===== src/design/itp_pkg.sv =====
// Shared types, constants and lookup functions for the infix-to-postfix converter.
`timescale 1ns / 1ps

package itp_pkg;

	localparam int STACK_DEPTH = 32;
	localparam int CNT_W       = $clog2(STACK_DEPTH + 1);
	localparam int IDX_W       = $clog2(STACK_DEPTH);

	localparam logic [7:0] CH_PLUS  = 8'h2B;
	localparam logic [7:0] CH_MINUS = 8'h2D;
	localparam logic [7:0] CH_STAR  = 8'h2A;
	localparam logic [7:0] CH_SLASH = 8'h2F;
	localparam logic [7:0] CH_OPEN  = 8'h28;
	localparam logic [7:0] CH_CLOSE = 8'h29;
	localparam logic [7:0] CH_SPACE = 8'h20;

	typedef enum logic [2:0] {
		OP_OPEN = 3'd0,
		OP_ADD  = 3'd1,
		OP_SUB  = 3'd2,
		OP_MUL  = 3'd3,
		OP_DIV  = 3'd4
	} op_code_t;

	typedef enum logic [1:0] {
		K_SYM = 2'd0,
		K_END = 2'd1,
		K_ERR = 2'd2
	} kind_t;

	typedef enum logic [1:0] {
		E_NONE      = 2'd0,
		E_OVERFLOW  = 2'd1,
		E_UNMATCHED = 2'd2
	} err_t;

	typedef struct packed {
		logic     push;
		logic     pop;
		op_code_t code;
	} stack_ctrl_t;

	typedef struct packed {
		logic     empty;
		logic     full;
		op_code_t top;
	} stack_stat_t;

	function automatic logic [7:0] op_char(input op_code_t c);
		logic [7:0] r;
		unique case (c)
			OP_ADD:  r = CH_PLUS;
			OP_SUB:  r = CH_MINUS;
			OP_MUL:  r = CH_STAR;
			OP_DIV:  r = CH_SLASH;
			default: r = CH_OPEN;
		endcase
		return r;
	endfunction

	function automatic logic [1:0] op_prec(input op_code_t c);
		logic [1:0] r;
		case (c)
			OP_ADD, OP_SUB: r = 2'd1;
			OP_MUL, OP_DIV: r = 2'd2;
			default:        r = 2'd0;
		endcase
		return r;
	endfunction

endpackage


===== src/design/itp_op_stack.sv =====
// Operator stack: memory with a registered copy of the top entry and a fill count.
`timescale 1ns / 1ps

module itp_op_stack (
	input  logic                clk,
	input  logic                arst_n,
	input  itp_pkg::stack_ctrl_t ctrl,
	output itp_pkg::stack_stat_t stat
);

	itp_pkg::op_code_t                  mem_q [itp_pkg::STACK_DEPTH];
	itp_pkg::op_code_t                  top_q;
	logic [itp_pkg::CNT_W-1:0]          cnt_q;
	logic [itp_pkg::CNT_W-1:0]          below_top;

	// entry under the current top; only consumed when the count is at least two
	assign below_top = cnt_q - itp_pkg::CNT_W'(2);

	always_ff @(posedge clk or negedge arst_n) begin
		if (!arst_n) begin
			cnt_q <= '0;
		end else if (ctrl.push) begin
			cnt_q <= cnt_q + itp_pkg::CNT_W'(1);
		end else if (ctrl.pop) begin
			cnt_q <= cnt_q - itp_pkg::CNT_W'(1);
		end
	end

	always_ff @(posedge clk) begin
		if (ctrl.push) begin
			mem_q[cnt_q[itp_pkg::IDX_W-1:0]] <= ctrl.code;
			top_q                            <= ctrl.code;
		end else if (ctrl.pop) begin
			top_q <= mem_q[below_top[itp_pkg::IDX_W-1:0]];
		end
	end

	assign stat.empty = (cnt_q == '0);
	assign stat.full  = (cnt_q == itp_pkg::CNT_W'(itp_pkg::STACK_DEPTH));
	assign stat.top   = top_q;

endmodule


===== src/design/infix_to_postfix_converter.sv =====
// Infix-to-postfix converter top level: input decode, pop/push sequencer, result staging.
//
//  channel  signals                                  direction
//  in       in_valid in_ready symbol end_flag        into block
//  out      out_valid out_ready out_symbol kind      out of block
//           error_code last
//
// An accepted character passes an accept step and then sequencer steps, each of
// which does at most one stack pop or push and gives at most one result. A final
// error item or end marker that follows emitted operators needs a flush step to
// drain the pending slot. The sequencer pops one stack entry per cycle unless the
// output stalls; each result waits one slot in a pending register so that the
// final result can carry last.
// A stalled output holds the sequencer; in_ready stays low until the item is done.
// Reset clears the stack count, the sequencer and both valid flags.
`timescale 1ns / 1ps

module infix_to_postfix_converter (
	input  logic       clk,
	input  logic       arst_n,
	input  logic       in_valid,
	output logic       in_ready,
	input  logic [7:0] symbol,
	input  logic       end_flag,
	output logic       out_valid,
	input  logic       out_ready,
	output logic [7:0] out_symbol,
	output logic [1:0] kind,
	output logic [1:0] error_code,
	output logic       last
);

	typedef enum logic [2:0] {
		ST_IDLE  = 3'b001,
		ST_RUN   = 3'b010,
		ST_FLUSH = 3'b100
	} state_t;

	typedef enum logic [2:0] {
		M_END,
		M_ALNUM,
		M_OPEN,
		M_CLOSE,
		M_OPER,
		M_DROP
	} mode_t;

	typedef struct packed {
		logic [7:0]     sym;
		itp_pkg::kind_t kind;
		itp_pkg::err_t  err;
	} res_t;

	state_t              state_q;
	mode_t               mode_q, mode_d;
	logic [7:0]          sym_q;
	itp_pkg::op_code_t   code_q, code_d;

	res_t                pend_q;
	logic                pend_v_q;
	res_t                out_q;
	logic                out_last_q;
	logic                out_valid_q;

	itp_pkg::stack_ctrl_t st_ctrl;
	itp_pkg::stack_stat_t st_stat;

	res_t                res;
	logic                res_v;
	logic                fin;
	logic                want_push;
	logic                want_pop;
	logic                op_free;
	logic                go;
	logic                accept;
	logic                out_load;

	itp_op_stack u_stack (
		.clk    (clk),
		.arst_n (arst_n),
		.ctrl   (st_ctrl),
		.stat   (st_stat)
	);

	assign in_ready = (state_q == ST_IDLE);
	assign accept   = in_valid && in_ready;
	assign op_free  = !out_valid_q || out_ready;

	// input classification
	always_comb begin
		code_d = itp_pkg::OP_ADD;
		if (end_flag) begin
			mode_d = M_END;
		end else if ((symbol >= 8'h41 && symbol <= 8'h5A) ||
		             (symbol >= 8'h61 && symbol <= 8'h7A) ||
		             (symbol >= 8'h30 && symbol <= 8'h39)) begin
			mode_d = M_ALNUM;
		end else begin
			case (symbol)
				itp_pkg::CH_OPEN:  mode_d = M_OPEN;
				itp_pkg::CH_CLOSE: mode_d = M_CLOSE;
				itp_pkg::CH_PLUS:  mode_d = M_OPER;
				itp_pkg::CH_MINUS: begin
					mode_d = M_OPER;
					code_d = itp_pkg::OP_SUB;
				end
				itp_pkg::CH_STAR: begin
					mode_d = M_OPER;
					code_d = itp_pkg::OP_MUL;
				end
				itp_pkg::CH_SLASH: begin
					mode_d = M_OPER;
					code_d = itp_pkg::OP_DIV;
				end
				default: mode_d = M_DROP;
			endcase
		end
		// '(' goes on the stack as its own code
		if (!end_flag && symbol == itp_pkg::CH_OPEN) begin
			code_d = itp_pkg::OP_OPEN;
		end
	end

	// one sequencer step: at most one pop or push and at most one result
	always_comb begin
		res       = '{sym: 8'h00, kind: itp_pkg::K_SYM, err: itp_pkg::E_NONE};
		res_v     = 1'b0;
		fin       = 1'b0;
		want_push = 1'b0;
		want_pop  = 1'b0;
		unique case (mode_q)
			M_END: begin
				if (!st_stat.empty) begin
					res.sym  = itp_pkg::op_char(st_stat.top);
					res_v    = 1'b1;
					want_pop = 1'b1;
				end else begin
					res.kind = itp_pkg::K_END;
					res_v    = 1'b1;
					fin      = 1'b1;
				end
			end
			M_ALNUM: begin
				res.sym = sym_q;
				res_v   = 1'b1;
				fin     = 1'b1;
			end
			M_CLOSE: begin
				if (st_stat.empty) begin
					res.kind = itp_pkg::K_ERR;
					res.err  = itp_pkg::E_UNMATCHED;
					res_v    = 1'b1;
					fin      = 1'b1;
				end else if (st_stat.top == itp_pkg::OP_OPEN) begin
					want_pop = 1'b1;
					fin      = 1'b1;
				end else begin
					res.sym  = itp_pkg::op_char(st_stat.top);
					res_v    = 1'b1;
					want_pop = 1'b1;
				end
			end
			M_OPEN, M_OPER: begin
				if (mode_q == M_OPER && !st_stat.empty &&
				    itp_pkg::op_prec(code_q) <= itp_pkg::op_prec(st_stat.top)) begin
					res.sym  = itp_pkg::op_char(st_stat.top);
					res_v    = 1'b1;
					want_pop = 1'b1;
				end else if (st_stat.full) begin
					res.kind = itp_pkg::K_ERR;
					res.err  = itp_pkg::E_OVERFLOW;
					res_v    = 1'b1;
					fin      = 1'b1;
				end else begin
					want_push = 1'b1;
					fin       = 1'b1;
				end
			end
			default: begin
				fin = 1'b1;
			end
		endcase
	end

	// a final result needs the output slot; any other step only when pending must move
	assign go = (res_v && fin) ? op_free : (!pend_v_q || op_free);

	// output register takes a new result this cycle
	assign out_load = ((state_q == ST_RUN) && go && (res_v || fin) &&
	                   (pend_v_q || (res_v && fin))) ||
	                  ((state_q == ST_FLUSH) && op_free);

	always_comb begin
		st_ctrl.push = (state_q == ST_RUN) && go && want_push;
		st_ctrl.pop  = (state_q == ST_RUN) && go && want_pop;
		st_ctrl.code = code_q;
	end

	always_ff @(posedge clk or negedge arst_n) begin
		if (!arst_n) begin
			state_q     <= ST_IDLE;
			pend_v_q    <= 1'b0;
			out_valid_q <= 1'b0;
		end else begin
			if (out_load) begin
				out_valid_q <= 1'b1;
			end else if (out_ready) begin
				out_valid_q <= 1'b0;
			end
			unique case (state_q)
				ST_IDLE: begin
					if (accept) begin
						state_q <= ST_RUN;
					end
				end
				ST_RUN: begin
					if (go) begin
						if (res_v && fin) begin
							if (pend_v_q) begin
								pend_v_q <= 1'b1;
								state_q  <= ST_FLUSH;
							end else begin
								state_q <= ST_IDLE;
							end
						end else if (res_v) begin
							pend_v_q <= 1'b1;
						end else if (fin) begin
							pend_v_q <= 1'b0;
							state_q  <= ST_IDLE;
						end
					end
				end
				ST_FLUSH: begin
					if (op_free) begin
						pend_v_q <= 1'b0;
						state_q  <= ST_IDLE;
					end
				end
				default: begin
					state_q <= ST_IDLE;
				end
			endcase
		end
	end

	// payload registers
	always_ff @(posedge clk) begin
		if (accept) begin
			mode_q <= mode_d;
			sym_q  <= symbol;
			code_q <= code_d;
		end
		if (state_q == ST_RUN && go) begin
			if (res_v && fin && !pend_v_q) begin
				out_q      <= res;
				out_last_q <= 1'b1;
			end else if (pend_v_q && (res_v || fin)) begin
				out_q      <= pend_q;
				out_last_q <= !res_v;
			end
			if (res_v) begin
				pend_q <= res;
			end
		end else if (state_q == ST_FLUSH && op_free) begin
			out_q      <= pend_q;
			out_last_q <= 1'b1;
		end
	end

	assign out_valid  = out_valid_q;
	assign out_symbol = out_q.sym;
	assign kind       = out_q.kind;
	assign error_code = out_q.err;
	assign last       = out_last_q;

endmodule


===== config.mk =====
export PLATFORM = sky130hd
export DESIGN_NAME = infix_to_postfix_converter
export DESIGN_NICKNAME = d
export VERILOG_FILES = /design/src/design/itp_pkg.sv /design/src/design/itp_op_stack.sv /design/src/design/infix_to_postfix_converter.sv
export SDC_FILE = /design/constraint.sdc
export NUM_CORES = 1
export LEC_CHECK = 0
export BUFFER_PORTS_ARGS = -buffer_cell sky130_fd_sc_hd__clkbuf_2
export CORE_ASPECT_RATIO = 1.75
export CORE_MARGIN = 4
export CORE_UTILIZATION = 52
export DETAILED_ROUTE_END_ITERATION = 16
export HOLD_SLACK_MARGIN = 0.05
export PLACE_DENSITY_LB_ADDON = 0.3
export SETUP_SLACK_MARGIN = 0.4
export SKIP_LAST_GASP = 1
export SYNTH_ARGS = -nofsm -noshare
export SYNTH_HDL_FRONTEND = slang
export SYNTH_HIERARCHICAL = 1
export SYNTH_SLANG_ARGS = --single-unit

===== constraint.sdc =====
create_clock -name clk -period 4.2 [get_ports clk]
set_clock_uncertainty 0.1 [all_clocks]
set_input_delay 0.21 -clock clk [delete_from_list [all_inputs] [get_ports clk]]
set_output_delay 0.21 -clock clk [all_outputs]
set_load 0.005 [all_outputs]

# --- After elaboration in Yosys (flattened, before gate mapping) ---
# Memories as Yosys holds them, arrays and structs flattened.
# Index checks and enable logic that the tools add are counted.
word_totals:
  out_inout_bits: 15
  wordCells: 175
  inputBits: 13
  ramBits: 96
  regBits: 53
  n_memories: 1
mem_list:
  columns: ["name", "words", "word_bits", "read_ports", "rd_clocked_by_memory_dff", "write_ports", "line_no", "source"]
  rows:
  - ["u_stack.mem_q", 32, 3, 1, 0, 1, "itp_op_stack.sv:11", "itp_pkg::op_code_t mem_q [itp_pkg::STACK_DEPTH];"]
op_classes:
  n_mux: 69
  eq_ne: 29
  n_lt_le_gt_ge: 7
  reduce_logical: 49
  n_addsub: 3
ops:
  columns: ["op", "n"]
  rows:
  - ["8-bit by 6-bit == test with 1-bit output, second input constant", 6]
  - ["12-bit 2-to-1 mux", 4]
  - ["1-bit 2-to-1 mux", 32]
  - ["8-bit case mux with 4 select lines", 1]
  - ["6-bit 2-to-1 mux", 5]
  - ["3-bit 2-to-1 mux", 9]
  - ["3-bit case mux with 3 select lines", 3]
  - ["3-bit by 2-bit == test with 1-bit output, second input constant", 7]
  - ["8-bit by 7-bit >= comparator with 1-bit output, second input constant", 2]
  - ["8-bit by 7-bit less-or-equal comparator with 1-bit output, second input constant", 2]
  - ["1-bit logical AND", 16]
  - ["2-bit OR reduction", 8]
  - ["3-bit by 1-bit == test with 1-bit output, second input constant", 4]
  - ["3-bit == test, second input constant", 4]
  - ["4-bit 2-to-1 mux", 3]
  - ["2-bit case mux with 2 select lines", 3]
  - ["3-bit case mux with 4 select lines", 1]
  - ["8-bit by 6-bit >= comparator with 1-bit output, second input constant", 1]
  - ["8-bit by 6-bit less-or-equal comparator with 1-bit output, second input constant", 1]
  - ["8-bit 2-to-1 mux", 1]
  - ["2-bit nonzero test", 4]
  - ["1-bit logical OR", 7]
  - ["6-bit by 1-bit adder with 6-bit output, second input constant", 1]
  - ["6-bit == test, second input constant", 1]
  - ["20 further kinds", 31]

# --- Longest topological paths before layout ---
# Gate-level depths: netlist of run 1.
depth:
  word_depth: 15
  mapped_depth: 18
  ltp_nobuf: 17

# --- Cells and area by module ---
# Netlist of run 1, hierarchy kept.
modules_own_cells:
  columns: ["module", "seq_area_each_um2", "area_each_um2", "n_inst", "cells_per_inst"]
  rows:
  - ["itp_op_stack", 3123.0, 4526.8, 1, 294]
  - ["infix_to_postfix_converter", 1297.5, 2267.2, 1, 183]

# --- Worst setup path after synthesis of run 1 ---
# No wires, ideal clock.
synth_timing:
  kind: "reg2reg"
  start: "register code_q[1]"
  end: "register u_stack/cnt_q[5] (netlist bit)"
  t_arrival_ps: 3839
  period_less_slack_ps: 4062
  t_required_ps: 3977
  setup_ps: 123
  path_slack_ps: 138
  stages_incl_launch_ff: 17
  n_path_buf: 0
  path_cell_list: "edfxtp_1 -> nor2_1 -> nand2_1 -> o21ai_0 -> ha_1 -> nor2b_1 -> o21ai_1 -> a221oi_1 -> a31oi_1 -> and3b_1 -> inv_1 -> ha_1 -> a21o_1 -> a21oi_1 -> nand4b_1 -> nand3_1 -> xor2_1"
synth_rtl:
  columns: ["element", "line_no", "source"]
  rows:
  - ["start, declared", "infix_to_postfix_converter.sv:57", "itp_pkg::op_code_t code_q, code_d;"]
  - ["start signal, assigned", "infix_to_postfix_converter.sv:251", "code_q <= code_d;"]
  - ["end signal, assigned", "itp_op_stack.sv:23", "cnt_q <= cnt_q + itp_pkg::CNT_W'(1);"]
  - ["end signal, assigned", "itp_op_stack.sv:25", "cnt_q <= cnt_q - itp_pkg::CNT_W'(1);"]
  - ["end, declared", "itp_op_stack.sv:13", "logic [itp_pkg::CNT_W-1:0] cnt_q;"]

==> run_results.csv, run 1 <==
group,metric,value,unit
outcome,status,"complete, no violations",
logic_synthesis,synth_xor_area_frac,0.0142,
critical_path,r2r-end,"u_stack/cnt_q[5]$_DFFE_PN0P_",
critical_path,cp_max_fo,10,
clocking,cts_made_buffers,17,
sta,clock.fmax,268,MHz
grt,grt_use_total,0.195,
cells_and_area,finalNonFillerCells,722,
sta,final-hold-violation-count,0,
sta,drv_slew,0,
grt,grt_start_max_net_pins,38,
die,chipWidth,94.4,microns
logic_synthesis,synth_warnings,6,
critical_path,path_class,"flop to flop",
placed_design,place_ws,334,ps
sta,setup_viol,0,
logic_synthesis,synth_seq_cells,149,
clocking,cts_tree,"built",
logic_synthesis,syn_nets,498,
critical_path,critical_path_required,4400,ps
sta,relSlewSlack,0.266,
clocking,cts_buffer_depth,2,
clocking,clkTransAtPathRegs,70,ps
job,cap_viol_max_count,0,
die,ios,28,
detailed_routing,num_vias,4176,
die,std_cell_rows,55,
clocking,clk_latency,430,ps
critical_path,r2r_slack,460,ps
detailed_routing,detail_route.first_pass.iterations,5,
die,initial_core_util,0.528,
logic_synthesis,ys_top_cells_by_area,"edfxtp_1, mux4_1, dfrtp_1",
cells_and_area,stdcell_area,0.00800,sq mm
clocking,cts-root-buf,"clkbuf_16",
logic_synthesis,synthCells,477,
detailed_routing,routed_via_density,5.78,
sta,finalSetupTns,0,ps
placed_design,dpl.cell_count,670,
clocking,clock-sinks,149,
hold_path,hp-class,"primary input to asynchronous set/reset pin",
die,die_h,159,microns
pwr,irDropWorstVdd,333,uV
detailed_routing,drtIter0Drc,309,
logic_synthesis,synthArstFlopShare,0.0738,
logic_synthesis,synth_edf_count,138,
logic_synthesis,synth_top_family_by_area,"simple AND/OR/NAND/NOR gates",
critical_path,r2r-start,"u_stack/top_q[2]$_DFFE_PP_",
placed_design,gp_congestion,0.902,
logic_synthesis,synthSimpleGateAreaFrac,0.112,
placed_design,dp_hpwl,9.77,mm
logic_synthesis,synthAdderAreaFrac,0.0158,
grt,grt_pass1_wl,21.8,mm
cells_and_area,drive_gt1_frac,0.252,
logic_synthesis,synth_area_per_cell,14.2,sq um
sta,rsz0062_at_grt,"yes",
logic_synthesis,synth_compound_area_frac,0.0829,
grt,antenna_found_initial,0,
die,die-area,0.0150,sq mm
logic_synthesis,synth.cell_area,0.00679,sq mm
critical_path,start_kind,"flop",
die,core,0.0129,sq mm
placed_design,place.port_buffers,27,
pwr,power.leakage,2.79,nW
critical_path,r2r_cells,16,
cells_and_area,n_antenna_cell,0,
detailed_routing,routed_wl,14.1,mm
detailed_routing,drc,0,
cells_and_area,multi_input_area,0.00231,sq mm
detailed_routing,drt-wirelength-per-cell,19.5,microns
cells_and_area,area_growth_syn_to_layout,17.8,%
sta,tightest_slew,1100,ps
critical_path,cp-end-kind,"flop",
placed_design,placed_cell_area,0.00715,sq mm
grt,first_global_vias,4273,
logic_synthesis,muxShareOfSynthArea,0.102,
logic_synthesis,synthFlopType,"edfxtp_1",
logic_synthesis,synth_top_area_share,0.610,
sta,fin_crit,3740,ps
logic_synthesis,synth_top_cell_by_area,"edfxtp_1",
grt,grt_overflow,0,
critical_path,worstPathArrival,3940,ps
pwr,finalPower,5.13,mW
sta,hold_ws,97.7,ps
detailed_routing,antenna_left,0,
cells_and_area,nFillCells,947,
cells_and_area,register_area,0.00442,sq mm
sta,fin_crit_sh,0.890,
sta,fin_ws,463,ps
pwr,power.density,641,mW/mm^2
cells_and_area,final_util,0.622,
clocking,h-tree-depth,4,
logic_synthesis,synth_cell_types,64,
cells_and_area,final_nets,559,
logic_synthesis,yosysSeqAreaShare,0.651,
area by class of cell:
type | instances | area share
tap | 171 | 0.0267
timing repair buffer | 61 | 0.0535
clock inverter | 15 | 0.0216
sequential | 149 | 0.552
inverter | 10 | 0.00469
clock buffer | 17 | 0.0531
multi-input combinational | 299 | 0.288
synthesized netlist by cell type, types with 5 or more instances:
cell / n
edfxtp_1: 138
nand2b_1: 5
and2_1: 7
nand2_1: 30
o21ai_0: 15
nor3b_1: 5
xnor2_1: 6
ha_1: 7
a21oi_1: 20
dfrtp_1: 10
inv_1: 10
nand3_1: 10
nand3b_1: 5
mux4_1: 10
buf_2: 5
mux2_4: 11
o22ai_1: 9
nor2_1: 63
clkbuf_1: 7
mux2_2: 12
xor2_1: 5
o211ai_1: 7
flip-flops by register name, indices dropped and copies added (netlist names), 2 cells and up:
register	cells
u_stack/cnt_q	6
kind	2
pend_q	12
sym_q	8
code_q	3
u_stack/mem_q	96
out_symbol	8
error_code	2
mode_q	3
u_stack/top_q	3
state_q	3
how the worst max path moves through the flow:
stage                                  from                            to  slack, ps  depth (start not counted)
2_1_floorplan       code_q[1]$_SDFFCE_PP0P_  u_stack/cnt_q[5]$_DFFE_PN0P_        410                         17
3_3_place_gp   u_stack/cnt_q[2]$_DFFE_PN0P_  u_stack/cnt_q[5]$_DFFE_PN0P_        440                         15
3_5_place_dp   u_stack/cnt_q[2]$_DFFE_PN0P_  u_stack/cnt_q[5]$_DFFE_PN0P_        330                         15
4_1_cts             code_q[1]$_SDFFCE_PP0P_  u_stack/cnt_q[5]$_DFFE_PN0P_        410                         17
5_1_grt             code_q[1]$_SDFFCE_PP0P_  u_stack/cnt_q[5]$_DFFE_PN0P_        230                         17
6_report         u_stack/top_q[2]$_DFFE_PP_  u_stack/cnt_q[5]$_DFFE_PN0P_        460                         16
where the power goes:
group / leakage, nW / switching [mW] / internal [mW]
Sequential: 1.37 / 0.108 / 1.82
Clock: 0.284 / 0.627 / 0.891
Combinational: 1.13 / 0.986 / 0.703
Total: 2.79 / 1.72 / 3.41
routing by layer:
metal  GRT usage  part of all wire
met5           0                 0
met4       0.109             0.028
met3      0.0468             0.042
met2       0.355              0.59
met1       0.199              0.34
worst max-delay path: stages (launching register included):
cell	delay, ps
edfxtp_1	480
buf_4	200
a22oi_1	170
ha_1	280
nor2b_1	160
o21ai_2	250
a311oi_2	170
nor2_2	170
a31oi_1	130
and3b_2	270
inv_2	180
ha_1	270
a21o_1	200
a21oi_2	190
nand4b_1	130
nand3_1	90
xor2_1	150
repair_timing:
| item | CTS | global route |
|---|---|---|
| buffers inserted | 0 | 8 |
| endpoints found under the setup margin | 5 | 103 |
| hold endpoints to repair | 23 | 0 |
| resized for setup | 2 | 19 |
| hold buffers | 12 | 0 |
| pin swaps | 0 | 2 |
cell usage in the layout, fill, tap and decap left out, types with 10 or more instances in the layout:
master and n:
edfxtp_1 138, nor2_1 55, dlygate4sd3_1 12, clkbuf_2 27
dfrtp_1 10, mux2_4 11, o21ai_0 15, mux2_2 12
mux4_1 10, a21oi_1 18, clkbuf_16 17, buf_4 21
nand2_1 30
cell families (layout without fill, tap and decap cells):
group / count (synthesis) / count (layout)
mux: 41 / 41
compound gates: 85 / 85
buf+inv: 29 / 103
simple gates: 154 / 154
flops: 149 / 149
xor+xnor: 11 / 11
fa+ha+maj: 8 / 8
(Power assumes the default switching activity.)
==> inputs of run 2 (changes only) <==
- BUFFER_PORTS_ARGS: -buffer_cell sky130_fd_sc_hd__clkbuf_2 -> unset
- DONT_BUFFER_PORTS: unset -> 1
==> run 2 against run 1 <==
Net effect: first-iteration DRC count is 24% lower; die area unchanged; global-route usage is 0.42 points lower; worst setup slack improved by 110 ps; critical path depth fell by 4; count of clock-buffer cells in the layout is 2 higher; sequential power about the same; final area shrank 2.8%.
==> run_results.csv, run 2 (synthesized netlist as in run 1, its figures left out) <==
group,metric,value,unit
critical_path,r2r-start,"u_stack/top_q[0]$_DFFE_PP_",
die,chipWidth,94.4,microns
critical_path,r2r_slack,570,ps
die,std_cell_rows,55,
clocking,clock-sinks,149,
placed_design,place_ws,327,ps
detailed_routing,drt-wirelength-per-cell,20.0,microns
clocking,clk_latency,410,ps
grt,first_global_vias,4140,
detailed_routing,routed_via_density,5.95,
cells_and_area,stdcell_area,0.00778,sq mm
hold_path,hold_end,"mode_q[2]$_SDFFCE_PP0P_",
cells_and_area,finalNonFillerCells,690,
grt,grt_pass1_wl,21.7,mm
critical_path,cp-end-kind,"flop",
grt,antenna_found_initial,0,
outcome,status,"complete, no violations",
critical_path,crit_buf_inv,1,
critical_path,critical_path_required,4160,ps
pwr,power.density,638,mW/mm^2
die,core,0.0129,sq mm
hold_path,hp-class,"primary input to flop",
pwr,p_sw_frac,0.332,
cells_and_area,area_growth_syn_to_layout,14.5,%
clocking,cts_made_buffers,17,
sta,clock.fmax,276,MHz
critical_path,critical_path.top_delay_family,"simple AND/OR/NAND/NOR gates",
clocking,cts_tree,"built",
job,cap_viol_max_count,0,
sta,fin_crit_sh,0.864,
detailed_routing,drc,0,
cells_and_area,largest_reg_flops,96,
grt,grt_start_max_net_pins,37,
sta,drv_slew,0,
cells_and_area,final_nets,527,
critical_path,slowest_delay,510,ps
detailed_routing,antenna_left,0,
pwr,seqPwrFrac,0.391,
sta,relSlewSlack,0.312,
critical_path,r2r_cells,12,
critical_path,path_cells,"nor2b_4, a22oi_1, ha_1, nor2b_4, o21ai_4, a311oi_2, nor2_2, a31oi_1, and3b_2, buf_4, nand3_1, nor2_1",
die,die-area,0.0150,sq mm
placed_design,dpl.cell_count,641,
sta,tightest_slew,1030,ps
cells_and_area,mostFrequentLayoutCell,"edfxtp_1",
pwr,comb_power_share,0.325,
critical_path,cp_max_fo,11,
sta,final-hold-violation-count,0,
detailed_routing,num_vias,4106,
detailed_routing,detail_route.first_pass.iterations,5,
cells_and_area,mostFrequentLayoutCells,"edfxtp_1, nor2_1, nand2_1, a21oi_1",
critical_path,path_class,"flop to flop",
critical_path,crit_slowest_cell,"edfxtp_1",
clocking,cts_buffer_depth,2,
hold_path,worstHoldStart,"symbol[4]",
die,ios,28,
die,initial_core_util,0.528,
sta,finalSetupTns,0,ps
pwr,internal_power,3.31,mW
placed_design,gp_congestion,0.912,
clocking,h-tree-depth,4,
cells_and_area,final_util,0.604,
cells_and_area,n_antenna_cell,0,
sta,fin_ws,572,ps
sta,fin_crit,3630,ps
placed_design,placed_cell_area,0.00700,sq mm
critical_path,start_kind,"flop",
sta,rsz0062_at_grt,"yes",
detailed_routing,routed_wl,13.8,mm
pwr,irDropWorstVdd,297,uV
die,die_h,159,microns
grt,grt_overflow,0,
pwr,switchingPower,1.65,mW
critical_path,worstPathArrival,3590,ps
placed_design,dp_hpwl,9.57,mm
cells_and_area,drive_gt1_frac,0.187,
sta,setup_viol,0,
clocking,cts-root-buf,"clkbuf_16",
grt,grt_use_total,0.191,
pwr,power.leakage,2.64,nW
clocking,clkTransAtPathRegs,60,ps
pwr,clock_power_share,0.284,
detailed_routing,drtIter0Drc,235,
sta,hold_ws,68.7,ps
hold_path,hold_depth,2,
critical_path,r2r-end,"u_stack/mem_q[30][0]$_DFFE_PP_",
pwr,finalPower,4.96,mW
placed_design,place.port_buffers,0,
critical_path,path_common_cell,"nor2b_4",
-- run 2: timing repair --
action                                  in CTS  in global routing
pin swaps                                    0                  8
endpoints found under the hold margin       27                  0
endpoints found under the setup margin       5                104
gates resized for setup                      2                 14
hold buffers                                12                  0
buffers inserted                             3                  2
-- run 2: final cells by class --
type | instances | area, sq um
repair buffers | 29 | 248
clock inverters | 13 | 121
well taps | 171 | 214
flip-flops and latches | 149 | 4420
multi-input cells | 299 | 2300
clock buffers | 19 | 433
inverters | 10 | 40.0
fillers | 979 | 5090
-- run 2: worst max path at each step --
stage                                      to  cells after the start                         start
6_report       u_stack/mem_q[30][0]$_DFFE_PP_                     12    u_stack/top_q[0]$_DFFE_PP_
5_1_grt        u_stack/mem_q[17][1]$_DFFE_PP_                     12    u_stack/top_q[0]$_DFFE_PP_
3_3_place_gp     u_stack/cnt_q[5]$_DFFE_PN0P_                     16    u_stack/top_q[0]$_DFFE_PP_
4_1_cts          u_stack/cnt_q[5]$_DFFE_PN0P_                     16    u_stack/top_q[0]$_DFFE_PP_
3_5_place_dp     u_stack/cnt_q[5]$_DFFE_PN0P_                     15  u_stack/cnt_q[2]$_DFFE_PN0P_
2_1_floorplan    u_stack/cnt_q[5]$_DFFE_PN0P_                     17       code_q[1]$_SDFFCE_PP0P_
-- run 2: layer usage --
layer,up-vias,wire length [microns],GRT usage
li1,1895,-,-
met1,2077,4690,0.186
met2,105,8350,0.378
met3,29,367,0.0307
met4,0,402,0.0815
met5,-,0,0
-- run 2: worst reg2reg max path, cell delays in order (launching register included) --
cell	delay, ps
edfxtp_1	510
nor2b_4	210
a22oi_1	80
ha_1	350
nor2b_4	190
o21ai_4	90
a311oi_2	330
nor2_2	90
a31oi_1	150
and3b_2	250
buf_4	180
nand3_1	340
nor2_1	440
-- run 2: power by group through the flow --
stage | clock (mW) | sequential, mW | combinational, mW
after floorplan | 0 | 1.94 | 1.16
after global placement | 0 | 1.96 | 1.49
after detailed placement | 0 | 1.96 | 1.51
after CTS | 1.43 | 1.93 | 1.55
after global routing | 1.49 | 1.96 | 1.75
final | 1.41 | 1.94 | 1.61
==> inputs of run 3 (changes only) <==
- HOLD_SLACK_MARGIN: 0.05 -> 0.08
- PLACE_DENSITY: unset -> 0.77
- PLACE_DENSITY_LB_ADDON: 0.3 -> unset
- SKIP_LAST_GASP: 1 -> unset
==> run 3 against run 2 <==
Net effect: count of clock-buffer cells in the layout fell by 2; flip-flop and latch count did not move; worst setup slack got worse by 190 ps; critical path type unchanged; largest power group unchanged; highest routed layer unchanged.
==> run_results.csv, run 3 (synthesized netlist as in run 1, its figures left out) <==
group,metric,value,unit
detailed_routing,routed_wl,14.8,mm
cells_and_area,largest_reg_flops,96,
sta,clock.fmax,262,MHz
detailed_routing,routed_via_density,6.19,
grt,first_global_vias,4321,
critical_path,crit_slowest_cell,"edfxtp_1",
critical_path,critical_path.top_delay_family,"simple AND/OR/NAND/NOR gates",
critical_path,r2r-start,"u_stack/top_q[2]$_DFFE_PP_",
sta,rsz0062_at_grt,"yes",
clocking,cts_buffer_depth,2,
cells_and_area,n_antenna_cell,0,
critical_path,crit_path_end,"u_stack/cnt_q[5]$_DFFE_PN0P_",
hold_path,hp-class,"primary input to asynchronous set/reset pin",
placed_design,place.port_buffers,0,
clocking,clock-sinks,149,
critical_path,cp-end-kind,"flop",
grt,grt_use_total,0.201,
detailed_routing,drc,0,
sta,tightest_slew,1000,ps
critical_path,slowest_delay,510,ps
sta,finalSetupTns,0,ps
cells_and_area,finalNonFillerCells,694,
clocking,h-tree-depth,4,
placed_design,dp_hpwl,9.84,mm
critical_path,path_common_cell,"ha_1",
grt,grt_start_max_net_pins,38,
detailed_routing,num_vias,4298,
die,core,0.0129,sq mm
critical_path,critical_path_required,4400,ps
clocking,cts_tree,"built",
detailed_routing,drtIter0Drc,352,
critical_path,r2r-end,"u_stack/cnt_q[5]$_DFFE_PN0P_",
die,ios,28,
pwr,power.leakage,2.66,nW
grt,grt_overflow,0,
clocking,clkTransAtPathRegs,60,ps
pwr,irDropWorstVdd,330,uV
detailed_routing,detail_route.first_pass.iterations,6,
detailed_routing,drt-wirelength-per-cell,21.3,microns
cells_and_area,mostFrequentLayoutCell,"edfxtp_1",
sta,fin_ws,387,ps
die,die_h,159,microns
cells_and_area,area_growth_syn_to_layout,15.0,%
placed_design,place_ws,278,ps
critical_path,path_depth,16,
critical_path,path_cells,"nor2b_1, a22oi_1, ha_1, nor2b_2, o21ai_2, a311oi_2, nor2_2, a31oi_1, and3b_2, inv_2, ha_1, a21o_1, a21oi_2, nand4b_1, nand3_1, xor2_1",
critical_path,path_class,"flop to flop",
die,die-area,0.0150,sq mm
critical_path,crit_buf_inv,1,
die,std_cell_rows,55,
critical_path,worstPathArrival,4010,ps
critical_path,start_kind,"flop",
sta,fin_crit,3810,ps
cells_and_area,mostFrequentLayoutCells,"edfxtp_1, nor2_1, nand2_1, buf_4, a21oi_1",
sta,fin_crit_sh,0.908,
cells_and_area,multi_input_area,0.00229,sq mm
clocking,cts_made_buffers,17,
sta,relSlewSlack,0.333,
cells_and_area,final_nets,531,
cells_and_area,final_util,0.607,
grt,antenna_found_initial,0,
critical_path,r2r_cells,16,
cells_and_area,register_area,0.00442,sq mm
critical_path,cp_max_fo,10,
outcome,status,"complete, no violations",
placed_design,gp_congestion,0.927,
sta,final-hold-violation-count,0,
clocking,cts-root-buf,"clkbuf_16",
die,chipWidth,94.4,microns
sta,drv_slew,0,
clocking,clk_latency,420,ps
placed_design,dpl.cell_count,644,
job,cap_viol_max_count,0,
critical_path,cp-startpoint,"u_stack/top_q[2]$_DFFE_PP_",
grt,grt_pass1_wl,22.7,mm
detailed_routing,antenna_left,0,
cells_and_area,drive_gt1_frac,0.203,
sta,setup_viol,0,
die,initial_core_util,0.528,
pwr,power.density,649,mW/mm^2
critical_path,r2r_slack,390,ps
cells_and_area,nFillCells,947,
run 3: cell types whose count changed in the layout (fill, tap and decap cells not counted), sizes merged:
cell	delta
clkinv	+2
clkbuf	-2
buf	+4
run 3: stage by stage:
stage	total power [mW]	hold WS [ps]	area, sq um
floorplan	3.10	-186	6800
global placement	3.48	-185	7020
detailed placement	3.52	-185	7020
CTS	4.99	81.3	7740
global route	5.27	111	7810
finish	5.07	105	7810
run 3: power breakdown:
| group | internal, mW | leakage (nW) | switching, mW |
|---|---|---|---|
| sequential | 1.82 | 1.37 | 0.123 |
| clock | 0.828 | 0.271 | 0.613 |
| combinational | 0.677 | 1.01 | 1.01 |
run 3: area by class of cell:
class | count | area share
clock inverters | 15 | 0.0187
flip-flops and latches | 149 | 0.566
repair buffers | 33 | 0.0356
well taps | 171 | 0.0274
clock buffers | 17 | 0.0545
inverters | 10 | 0.00481
multi-input cells | 299 | 0.293
run 3: worst min-delay path by stage:
stage / start / end / slack (ps) / depth (start not counted)
global placement: arst_n / pend_v_q$_DFFE_PN0P_ / -190 / 0
CTS: symbol[2] / mode_q[2]$_SDFFCE_PP0P_ / 80 / 3
global route: out_ready / pend_v_q$_DFFE_PN0P_ / 110 / 3
detailed placement: arst_n / out_valid$_DFFE_PN0P_ / -190 / 0
floorplan: arst_n / out_valid$_DFFE_PN0P_ / -190 / 0
finish: arst_n / u_stack/cnt_q[5]$_DFFE_PN0P_ / 110 / 1
run 3: worst reg2reg max path, cell delays in order, from the launching register on:
cell,delay (ps)
edfxtp_1,510
nor2b_1,210
a22oi_1,110
ha_1,350
nor2b_2,180
o21ai_2,220
a311oi_2,160
nor2_2,200
a31oi_1,130
and3b_2,260
inv_2,180
ha_1,280
a21o_1,200
a21oi_2,210
nand4b_1,160
nand3_1,100
xor2_1,150
run 3: what timing repair did:
item / CTS / global route
setup endpoints to repair: 14 / 94
hold buffers: 12 / 0
endpoints found under the hold margin: 27 / 0
buffers inserted: 1 / 5
gates resized for setup: 4 / 10
pin swaps: 0 / 3
run 3: metal layers:
layer	track usage	share of wire	up-vias
met5	0	0	-
met4	0.107	0.051	0
met3	0.0369	0.044	66
met2	0.380	0.57	196
met1	0.200	0.33	2128
li1	-	-	1908
